$ cat config.mk
export PLATFORM = sky130hd
export DESIGN_NAME = k_way_sorted_merge_flat
export DESIGN_NICKNAME = d
export VERILOG_FILES = /design/src/rtl/kwm_pkg.sv /design/src/rtl/kwm_if.sv /design/src/rtl/kwm_store.sv /design/src/rtl/k_way_sorted_merge.sv /design/src/flat_wrapper.sv
export SDC_FILE = /design/constraint.sdc
export NUM_CORES = 2
export LEC_CHECK = 0
export ABC_CLOCK_PERIOD_IN_PS = 12800
export BUFFER_PORTS_ARGS = -buffer_cell sky130_fd_sc_hd__buf_2
export CELL_PAD_IN_SITES_DETAIL_PLACEMENT = 0
export CELL_PAD_IN_SITES_GLOBAL_PLACEMENT = 1
export CORE_UTILIZATION = 59
export CTS_BUF_LIST = sky130_fd_sc_hd__clkbuf_4 sky130_fd_sc_hd__clkbuf_8 sky130_fd_sc_hd__clkbuf_16
export DETAILED_ROUTE_END_ITERATION = 12
export MAX_ROUTING_LAYER = met4
export PLACE_DENSITY = 0.82
export SKIP_LAST_GASP = 1
export SLEW_MARGIN = 20
export SYNTH_ARGS = -nofsm -noshare
export SYNTH_HDL_FRONTEND = slang
export SYNTH_SLANG_ARGS = --single-unit
$ cat constraint.sdc
create_clock -name clk -period 12.8 [get_ports clk]
set_input_delay 1.92 -clock clk [delete_from_list [all_inputs] [get_ports clk]]
set_output_delay 1.92 -clock clk [all_outputs]
set_load 0.05 [all_outputs]
$ cat src/rtl/kwm_pkg.sv
// shared types and constants for the k-way sorted merge
`default_nettype none

package kwm_pkg;

  localparam int VALUE_W     = 32;
  localparam int LIST_NUM_W  = 3;
  localparam int MAX_RESULTS = 64;

  localparam logic ACT_APPEND = 1'b0;
  localparam logic ACT_MERGE  = 1'b1;

  typedef enum logic [2:0] {
    ST_IDLE = 3'b001,
    ST_SCAN = 3'b010,
    ST_EMIT = 3'b100
  } state_t;

endpackage

`default_nettype wire

$ cat src/rtl/kwm_if.sv
// handshake channels for input items and merged results
`default_nettype none

interface kwm_in_if;
  logic                                valid;
  logic                                ready;
  logic                                action;
  logic [kwm_pkg::LIST_NUM_W-1:0]      list_number;
  logic signed [kwm_pkg::VALUE_W-1:0]  element_value;

  modport source (output valid, action, list_number, element_value, input ready);
  modport sink   (input valid, action, list_number, element_value, output ready);
endinterface

interface kwm_out_if;
  logic                                valid;
  logic                                ready;
  logic signed [kwm_pkg::VALUE_W-1:0]  merged_value;
  logic                                last_of_merge;
  logic                                dropped_any;

  modport source (output valid, merged_value, last_of_merge, dropped_any, input ready);
  modport sink   (input valid, merged_value, last_of_merge, dropped_any, output ready);
endinterface

`default_nettype wire

$ cat src/rtl/kwm_store.sv
// element store: one write port, one registered read port
`default_nettype none

module kwm_store #(
  parameter int DEPTH = 64,
  parameter int AW    = 6
) (
  input  wire logic                               clk,
  input  wire logic                               wr_en,
  input  wire logic [AW-1:0]                      wr_addr,
  input  wire logic signed [kwm_pkg::VALUE_W-1:0] wr_data,
  input  wire logic                               rd_en,
  input  wire logic [AW-1:0]                      rd_addr,
  output logic signed [kwm_pkg::VALUE_W-1:0]      rd_data
);

  logic signed [kwm_pkg::VALUE_W-1:0] mem [DEPTH];

  always_ff @(posedge clk) begin
    if (wr_en) begin
      mem[wr_addr] <= wr_data;
    end
  end

  always_ff @(posedge clk) begin
    if (rd_en) begin
      rd_data <= mem[rd_addr];
    end
  end

endmodule

`default_nettype wire

$ cat src/rtl/k_way_sorted_merge.sv
// k-way sorted merge: list loader, head scan sequencer and result register
//
//   channel   dir   payload                                        transaction
//   items     in    action, list_number, element_value             valid & ready
//   results   out   merged_value, last_of_merge, dropped_any       valid & ready
//
// a merge finds each result with one comparator that walks the list heads
// through the single store read port, whose read data is registered, and then
// loads the result register
// items.ready is high only while idle; a result stall holds the sequencer in its emit step
// synchronous reset empties every list and clears the drop flag; store contents are not reset
`default_nettype none

module k_way_sorted_merge #(
  parameter int NUM_LISTS  = 8,
  parameter int LIST_DEPTH = 8
) (
  input  wire logic  clk,
  input  wire logic  rst,
  kwm_in_if.sink     items,
  kwm_out_if.source  results
);

  localparam int LW      = $clog2(NUM_LISTS);
  localparam int CW      = $clog2(LIST_DEPTH + 1);
  localparam int SW      = $clog2(NUM_LISTS + 1);
  localparam int ENTRIES = NUM_LISTS * LIST_DEPTH;
  localparam int AW      = (ENTRIES > 1) ? $clog2(ENTRIES) : 1;
  localparam int RW      = $clog2(ENTRIES + 1);
  localparam int EW      = $clog2(kwm_pkg::MAX_RESULTS);

  kwm_pkg::state_t state;

  logic [CW-1:0] fill [NUM_LISTS];
  logic [CW-1:0] pos  [NUM_LISTS];
  logic          overflow;
  logic [RW-1:0] remaining;
  logic [EW-1:0] emitted;
  logic [SW-1:0] scan_idx;
  logic          cand_valid;
  logic [LW-1:0] cand_list;
  logic          found;
  logic signed [kwm_pkg::VALUE_W-1:0] best_val;
  logic [LW-1:0] best_list;

  logic                               out_valid;
  logic signed [kwm_pkg::VALUE_W-1:0] out_value;
  logic                               out_last;
  logic                               out_drop;

  logic [LW-1:0] idx;
  logic [CW-1:0] fill_sel;
  logic [CW-1:0] pos_sel;
  logic          accept;
  logic          list_ok;
  logic          do_append;
  logic          rd_en;
  logic [AW-1:0] wr_addr;
  logic [AW-1:0] rd_addr;
  logic signed [kwm_pkg::VALUE_W-1:0] rd_data;
  logic          cand_take;
  logic          out_free;
  logic          is_last;

  // one shared list index: append target, scanned list, or winning list
  always_comb begin
    case (state)
      kwm_pkg::ST_IDLE: idx = LW'(items.list_number);
      kwm_pkg::ST_SCAN: idx = scan_idx[LW-1:0];
      kwm_pkg::ST_EMIT: idx = best_list;
      default:          idx = best_list;
    endcase
  end

  assign fill_sel  = fill[idx];
  assign pos_sel   = pos[idx];
  assign accept    = items.valid & items.ready;
  assign list_ok   = int'(items.list_number) < NUM_LISTS;
  assign do_append = accept && (items.action == kwm_pkg::ACT_APPEND) && list_ok
                     && (fill_sel < CW'(LIST_DEPTH));
  assign wr_addr   = AW'(int'(idx) * LIST_DEPTH + int'(fill_sel));
  assign rd_addr   = AW'(int'(idx) * LIST_DEPTH + int'(pos_sel));
  assign rd_en     = (state == kwm_pkg::ST_SCAN) && (scan_idx < SW'(NUM_LISTS));
  assign cand_take = cand_valid && (!found || (rd_data < best_val));
  assign out_free  = !out_valid || results.ready;
  assign is_last   = (remaining == RW'(1)) || (emitted == EW'(kwm_pkg::MAX_RESULTS - 1));

  assign items.ready           = (state == kwm_pkg::ST_IDLE);
  assign results.valid         = out_valid;
  assign results.merged_value  = out_value;
  assign results.last_of_merge = out_last;
  assign results.dropped_any   = out_drop;

  kwm_store #(
    .DEPTH (ENTRIES),
    .AW    (AW)
  ) u_store (
    .clk     (clk),
    .wr_en   (do_append),
    .wr_addr (wr_addr),
    .wr_data (items.element_value),
    .rd_en   (rd_en),
    .rd_addr (rd_addr),
    .rd_data (rd_data)
  );

  always_ff @(posedge clk) begin
    if (rst) begin
      state      <= kwm_pkg::ST_IDLE;
      overflow   <= 1'b0;
      remaining  <= '0;
      emitted    <= '0;
      scan_idx   <= '0;
      cand_valid <= 1'b0;
      found      <= 1'b0;
      out_valid  <= 1'b0;
      for (int i = 0; i < NUM_LISTS; i++) begin
        fill[i] <= '0;
        pos[i]  <= '0;
      end
    end else begin
      if (state == kwm_pkg::ST_EMIT && out_free) begin
        out_valid <= 1'b1;
      end else if (results.ready) begin
        out_valid <= 1'b0;
      end

      case (state)
        kwm_pkg::ST_IDLE: begin
          if (accept) begin
            if (items.action == kwm_pkg::ACT_APPEND) begin
              if (do_append) begin
                fill[idx] <= fill_sel + CW'(1);
                remaining <= remaining + RW'(1);
              end else if (list_ok) begin
                overflow <= 1'b1;
              end
            end else if (remaining == '0) begin
              // nothing stored: no results, flag still clears
              overflow <= 1'b0;
            end else begin
              state      <= kwm_pkg::ST_SCAN;
              scan_idx   <= '0;
              found      <= 1'b0;
              cand_valid <= 1'b0;
            end
          end
        end

        kwm_pkg::ST_SCAN: begin
          // head read issued last cycle is compared now
          if (cand_take) begin
            found     <= 1'b1;
            best_val  <= rd_data;
            best_list <= cand_list;
          end
          if (scan_idx < SW'(NUM_LISTS)) begin
            cand_valid <= pos_sel < fill_sel;
            cand_list  <= idx;
            scan_idx   <= scan_idx + SW'(1);
          end else begin
            cand_valid <= 1'b0;
            state      <= kwm_pkg::ST_EMIT;
          end
        end

        kwm_pkg::ST_EMIT: begin
          if (out_free) begin
            out_value <= best_val;
            out_last  <= is_last;
            out_drop  <= overflow;
            if (is_last) begin
              for (int i = 0; i < NUM_LISTS; i++) begin
                fill[i] <= '0;
                pos[i]  <= '0;
              end
              overflow  <= 1'b0;
              remaining <= '0;
              emitted   <= '0;
              state     <= kwm_pkg::ST_IDLE;
            end else begin
              pos[idx]  <= pos_sel + CW'(1);
              remaining <= remaining - RW'(1);
              emitted   <= emitted + EW'(1);
              scan_idx  <= '0;
              found     <= 1'b0;
              state     <= kwm_pkg::ST_SCAN;
            end
          end
        end

        default: begin
          state <= kwm_pkg::ST_IDLE;
        end
      endcase
    end
  end

endmodule

`default_nettype wire
$ cat src/flat_wrapper.sv
// flat-port wrapper written by rule: the top's interface ports become plain ports
module k_way_sorted_merge_flat 
#(
  parameter int NUM_LISTS  = 8,
  parameter int LIST_DEPTH = 8
)
  (clk, rst, items_valid, items_action, items_list_number, items_element_value, items_ready, results_valid, results_merged_value, results_last_of_merge, results_dropped_any, results_ready);
  kwm_in_if items_i ();
  kwm_out_if results_i ();
  input  wire logic clk;
  input  wire logic rst;
  input wire logic [$bits(items_i.valid)-1:0] items_valid;
  input wire logic [$bits(items_i.action)-1:0] items_action;
  input wire logic [$bits(items_i.list_number)-1:0] items_list_number;
  input wire logic [$bits(items_i.element_value)-1:0] items_element_value;
  output wire logic [$bits(items_i.ready)-1:0] items_ready;
  output wire logic [$bits(results_i.valid)-1:0] results_valid;
  output wire logic [$bits(results_i.merged_value)-1:0] results_merged_value;
  output wire logic [$bits(results_i.last_of_merge)-1:0] results_last_of_merge;
  output wire logic [$bits(results_i.dropped_any)-1:0] results_dropped_any;
  input wire logic [$bits(results_i.ready)-1:0] results_ready;
  assign items_i.valid = items_valid;
  assign items_i.action = items_action;
  assign items_i.list_number = items_list_number;
  assign items_i.element_value = items_element_value;
  assign items_ready = items_i.ready;
  assign results_valid = results_i.valid;
  assign results_merged_value = results_i.merged_value;
  assign results_last_of_merge = results_i.last_of_merge;
  assign results_dropped_any = results_i.dropped_any;
  assign results_i.ready = results_ready;
  k_way_sorted_merge #(.NUM_LISTS(NUM_LISTS), .LIST_DEPTH(LIST_DEPTH)) u_core (.clk(clk), .rst(rst), .items(items_i), .results(results_i));
endmodule
# After elaboration in Yosys (flattened, before gate mapping)
# Memories as Yosys holds them, arrays and structs flattened. A register that Yosys moved wholly into a read port is not among the register bits.
# Index checks and enable logic that the tools add are counted.
# W data, S select, Z words.
[totals]
input_bits = 40
output_inout_bits = 36
elab_cells = 174
register_bits = 96
n_memories = 3
ramBits = 2112
[mem_list]
columns = ["name", "words", "word_bits", "rd", "rd_ports_with_merged_regs", "wr", "line_no", "rtl"]
rows = [
  ["u_core.u_store.mem", 64, 32, 1, 1, 1, "kwm_store.sv:17", "logic signed [kwm_pkg::VALUE_W-1:0] mem [DEPTH];"],
  ["u_core.fill", 8, 4, 1, 0, 8, "k_way_sorted_merge.sv:34", "logic [CW-1:0] fill [NUM_LISTS];"],
  ["u_core.pos", 8, 4, 1, 0, 8, "k_way_sorted_merge.sv:35", "logic [CW-1:0] pos [NUM_LISTS];"],
]
[classes]
n_eq_ne = 18
n_reduce_logical = 27
order_cmp = 4
mux = 81
add_sub_neg = 8
bitwise_logic = 19
[op_table]
columns = ["op", "count"]
rows = [
  ["$mux W4", 24],
  ["$mux W1", 36],
  ["$mux W7", 5],
  ["$lt A32 B32 Y1", 1],
  ["$mux W3", 7],
  ["$ne A2 B2 Y1 const B", 8],
  ["$or A1 B1 Y1", 16],
  ["$pmux W7 S2", 1],
  ["$reduce_and A7 Y1", 2],
  ["$add A4 B1 Y4 const B", 3],
  ["$add A6 B4 Y6", 2],
  ["$pmux W4 S3", 1],
  ["$reduce_and A5 Y1", 2],
  ["$pmux W3 S3", 1],
  ["$reduce_and A3 Y1", 3],
  ["$lt A4 B4 Y1 const B", 2],
  ["$reduce_or A4 Y1", 2],
  ["$add A7 B1 Y7 const B", 1],
  ["$eq A7 B1 Y1 const B", 1],
  ["$logic_not A7 Y1", 1],
  ["$sub A7 B1 Y7 const B", 1],
  ["$add A6 B1 Y6 const B", 1],
  ["$eq A6 B6 Y1 const B", 1],
  ["$mux W6", 1],
  ["other kinds (20)", 34],
]

# Logic depth before layout (Yosys ltp)
# An unclocked memory read counts as a cell.
[logic_depth]
depth_word = 13
depth_mapped = 20
depth_no_buf = 16

# Modules after synthesis
# From an unflattened synthesis, not the netlist that was laid out.
[unflattened]
hier_cells = 4249
area_unflattened_um2 = 87234.9
[modules_own_cells]
columns = ["module", "seq_area_each_um2", "area_per_inst_um2", "instances", "cells_per_inst"]
rows = [
  ["kwm_store", 62459.9, 79202.2, 1, 3572],
  ["k_way_sorted_merge", 4564.4, 8032.7, 1, 677],
]

# Worst setup path before layout
# OpenSTA, ideal clock, no wires.
[synth_timing]
path_type = "in2reg"
startpoint = "input port rst"
endpoint = "register u_core.best_list[0], enable pin"
arrival_ns = 5.937
setup_time_ns = 0.528
t_required_ns = 12.272
path_buffers = 1
path_slack_ns = 6.335
path_stages = 3
path_cell_list = "clkbuf_1 > nand2b_1 > nor4b_1"
[synth_via]
elab_chain_cells = 2
[synth_rtl]
columns = ["item", "line_no", "rtl"]
rows = [
  ["start: declaration", "flat_wrapper.sv:11", "input wire logic rst;"],
  ["$not A1 Y1 (no line)", "-", ""],
  ["$reduce_and A3 Y1 (no line)", "-", ""],
  ["end signal: assignment", "k_way_sorted_merge.sv:155", "best_list <= cand_list;"],
  ["end: declaration", "k_way_sorted_merge.sv:44", "logic [LW-1:0] best_list;"],
]
# No other way between the ends.
# A chain may end at the register's enable or synchronous reset.

# Final worst setup path
[layout_timing]
startpoint = "input port items_list_number[1]"
endpoint = "register u_core.u_store.rd_data[17] (netlist name) (read register of u_core.u_store.mem) (data pin)"
[layout_via]
elab_chain_cells = 3
[layout_rtl]
columns = ["item", "line_no", "rtl"]
rows = [
  ["start: declaration", "flat_wrapper.sv:14", "input wire logic [$bits(items_i.list_number)-1:0] items_list_number;"],
  ["$pmux W3 S2 *", "k_way_sorted_merge.sv:67", "case (state)"],
  ["$mem_v2 Z8 W4", "-", ""],
  ["$add A6 B4 Y6 *", "k_way_sorted_merge.sv:82", "assign rd_addr = AW'(int'(idx) * LIST_DEPTH + int'(pos_sel));"],
  ["end: declaration", "kwm_store.sv:14", "output logic signed [kwm_pkg::VALUE_W-1:0] rd_data"],
]
# Mark *: on every way between the ends. The rest lies on a longest branch, timed or not.

==> results_dict.tcl <==
set metrics [dict create \
    design.die.area_sq_um 149000 \
    setup-violations-final 0 \
    clkSlewWorstSetupHoldPaths_ps 60 \
    die-height_um 386 \
    cts_max_level 4 \
    route.final.wire_length_mm 222 \
    worst_setup_path_startpoint "items_list_number[1]" \
    drive_gt1_frac 0.195 \
    cts_num_sinks 2240 \
    synth_compound_gate_area_share 0.0575 \
    yosys.area_share.adder 0.00661 \
    worstPathArrival_ps 7980 \
    fp.coreArea_sq_um 146000 \
    fill_cells 9408 \
    crit_path_cell_trace "buf_2 > nor3b_1 > o21ai_1 > nand2_1 > inv_1 > nor2_1 > a22o_1 > o21ai_0 > o21ai_0 > ha_4 > buf_4 > a21oi_4 > buf_12 > a22o_1 > a31oi_1 > o22ai_1 > or2_1" \
    cts_hold_buf 0 \
    run_status "finished clean" \
    synth.distinct_cells 88 \
    worst_case_vdd_ir_drop_uv 373 \
    cts_made_buffers 213 \
    synth_warnings 0 \
    initial_utilization 0.596 \
    most-common-layout-cells "sky130_fd_sc_hd__edfxtp_1 (2216), sky130_fd_sc_hd__nand2_1 (530), sky130_fd_sc_hd__mux4_2 (313), sky130_fd_sc_hd__clkbuf_16 (218), sky130_fd_sc_hd__a32oi_1 (187)" \
    hold_slack_ps 426 \
    design_area_sq_um 97100 \
    p_leak_nw 31.1 \
    place_area_sq_um 90000 \
    cp-start-kind "input pin" \
    yosysSeqAreaShare 0.770 \
    synth-xor-area-share 0.00160 \
    max_stage_delay_ps 840 \
    final.setup_skew_ps 34.7 \
    min_period_over_period 0.569 \
    final_net_count 4891 \
    io_pins 76 \
    cts_tree "done" \
    drt_iter0_drc 6046 \
    synth_top_family_by_area "multiplexers" \
    max_cap_violations 0 \
    dieWidth_um 386 \
    postCtsSetupRepairBufs 0 \
    cts_root_buf "sky130_fd_sc_hd__clkbuf_16" \
    maxSlewHeadroom 0.250 \
    via_count 46681 \
    post_synth_instance_area_sq_um 87100 \
    ys_seq_elements 2240 \
    cp.required_ps 13500 \
    slowest_stage "sky130_fd_sc_hd__a21oi_4" \
    post_synth_top_flop "sky130_fd_sc_hd__edfxtp_1" \
    critPathCaptureType "flip-flop" \
    timing.final.crit_period_ps 7280 \
    pwr_density_cell_nw_per_um2 245 \
    number_of_vias_per_cell 6.76 \
    maxSlewViolCount 0 \
    clock_insertion_delay_worst_skew_ps 850 \
    synth_async_sr_flop_share 0 \
    hold_class "flip-flop to flip-flop" \
    globalRoute.totalOverflow 0 \
    post_cts_resized 0 \
    final_hold_viol_count 0 \
    synthesis.nets 4739 \
    critical_path.reg2reg.startpoint "u_core.state[2]" \
    crit_type "input pin to flip-flop" \
    worst_pin_slew_ps 1130 \
    cp-endpoint "u_core.u_store.rd_data[17]" \
    cp_max_fo 88 \
    drt_first_pass_iters 6 \
    timing.reg2reg.worst_path_depth 16 \
    grt_setup_unrepaired "no" \
    layout_commonest_cell "sky130_fd_sc_hd__edfxtp_1" \
    r2r-end "u_core.u_store.rd_data[17]" \
    global_route_wire_length_before_repair_mm 318 \
    grt_antenna_before_repair 11 \
    post_synth_and_or_nand_nor_area_fraction 0.0429 \
    synth-edff-count 2216 \
    syn_area_per_cell_sq_um 18.7 \
    placement.io_buffers 75 \
    totalNegativeSetupSlack_ps 0 \
    synthCells 4653 \
    grt_use_total 0.310 \
    first_global_vias 45600 \
    largest_net_degree_at_the_start_of_global_routing 159 \
    maxClockFrequency_ghz 0.137 \
    place.gp.congestion 0.895 \
    synth.area.mux_share 0.104 \
    reg2reg_slack_ps 5840 \
    placement_rows 140 \
    drtAntennaViolNets 0 \
    detail_route.drc_violations 0 \
    cts.path.max_buffers 3 \
    syn2layout_area_growth_pct 11.6 \
    dp.final_hpwl_mm 118 \
    routed_wire_per_std_cell_um 32.1 \
]
[through the flow]
stage	cells	utilization	power (mW)	setup WS (ps)
after global placement	6506	0.616	17.4	5090
after CTS	6901	0.664	23.7	5740
after floorplan	4653	-	14.5	6340
final	6910	0.665	23.8	5520
after global routing	6907	0.665	24.5	5300
after detailed placement	6506	0.616	17.4	4880
[metal layers]
layer / routed length (um) / up-vias / GRT usage
met5: 0 / - / -
met3: 24100 / 416 / 0.0668
met4: 6530 / 0 / 0.0958
met1: 84400 / 24166 / 0.423
li1: - / 19254 / -
met2: 107000 / 2845 / 0.475
[worst min path at each step]
stage / start / to / depth (start not counted)
2_1_floorplan: u_core.cand_list[0] / u_core.best_list[0] / 0
3_3_place_gp: u_core.cand_list[1] / u_core.best_list[1] / 0
3_5_place_dp: u_core.cand_list[2] / u_core.best_list[2] / 0
4_1_cts: u_core.cand_list[0] / u_core.best_list[0] / 0
5_1_grt: u_core.cand_list[0] / u_core.best_list[0] / 0
6_report: u_core.cand_list[1] / u_core.best_list[1] / 0
[registers in the layout (all words and copies together) (netlist names)]
register / cells
u_core.found: 1
u_core.results.merged_value: 32
u_core.best_val: 32
u_core.results.dropped_any: 1
u_core.cand_list: 3
u_core.scan_idx: 4
u_core.fill: 32
u_core.best_list: 3
u_core.emitted: 6
u_core.state: 3
u_core.results.valid: 1
u_core.results.last_of_merge: 1
u_core.overflow: 1
u_core.u_store.rd_data: 32
u_core.u_store.mem: 2048
u_core.pos: 32
u_core.remaining: 7
u_core.cand_valid: 1
[power breakdown]
part           total [mW]  switching, mW  leakage (nW)  internal [mW]
registers            8.36         0.0470          20.2           8.31
logic                9.12           5.89          7.39           3.23
clock network        6.31           2.65          3.54           3.67
[area by class of cell]
type / instances / area [sq um] / share of cell area
sequential: 2240 / 67000 / 0.690
clock inverter: 121 / 1180 / 0.0122
timing repair buffer: 193 / 1370 / 0.0141
antenna: 8 / 20.0 / 0.000206
inverter: 53 / 223 / 0.00229
tap: 1917 / 2400 / 0.0247
multi-input combinational: 2104 / 19000 / 0.196
clock buffer: 274 / 5890 / 0.0606
[synthesized netlist by cell type (all sizes together) (4+ instances only)]
master / count / share of area
a21boi: 10 / 0.00095
a31oi: 113 / 0.0082
or2: 22 / 0.0016
nand3: 53 / 0.0030
xnor2: 9 / 0.00091
a211oi: 7 / 0.00060
nor4: 8 / 0.00079
a221oi: 6 / 0.00068
edfxtp: 2216 / 0.76
mux2i: 186 / 0.021
inv: 53 / 0.0023
nand2b: 10 / 0.00072
a21oi: 42 / 0.0028
and2: 5 / 0.00036
a32oi: 188 / 0.019
or4: 6 / 0.00052
a22oi: 46 / 0.0040
nand2: 532 / 0.023
nor2b: 4 / 0.00029
nand4: 13 / 0.00093
a221o: 4 / 0.00046
a21o: 17 / 0.0015
o21ai: 28 / 0.0016
o2111ai: 13 / 0.0013
buf: 140 / 0.011
dfxtp: 24 / 0.0055
o22ai: 50 / 0.0037
ha: 46 / 0.0066
clkbuf: 116 / 0.0050
mux4: 313 / 0.081
mux2: 10 / 0.0013
nor3: 15 / 0.0010
nor2: 196 / 0.0087
a22o: 93 / 0.0094
and3: 4 / 0.00029
xor2: 6 / 0.00069
[kinds of logic after synthesis]
group	after synthesis
multiplexers	509
buffers and inverters	309
adder cells (fa/ha/maj)	46
AO/OA/AOI/OAI	649
XOR/XNOR	15
flip-flops	2240
AND/OR/NAND/NOR	885
[critical path, delay by kind of cell]
kind	cells	cell delay, ps
buffers and inverters	4	1710
AOI/OAI and AO/OA	8	3010
and+or+nand+nor	4	710
adders and majority gates	1	450
No activity file was read; power rests on OpenSTA's default activity.
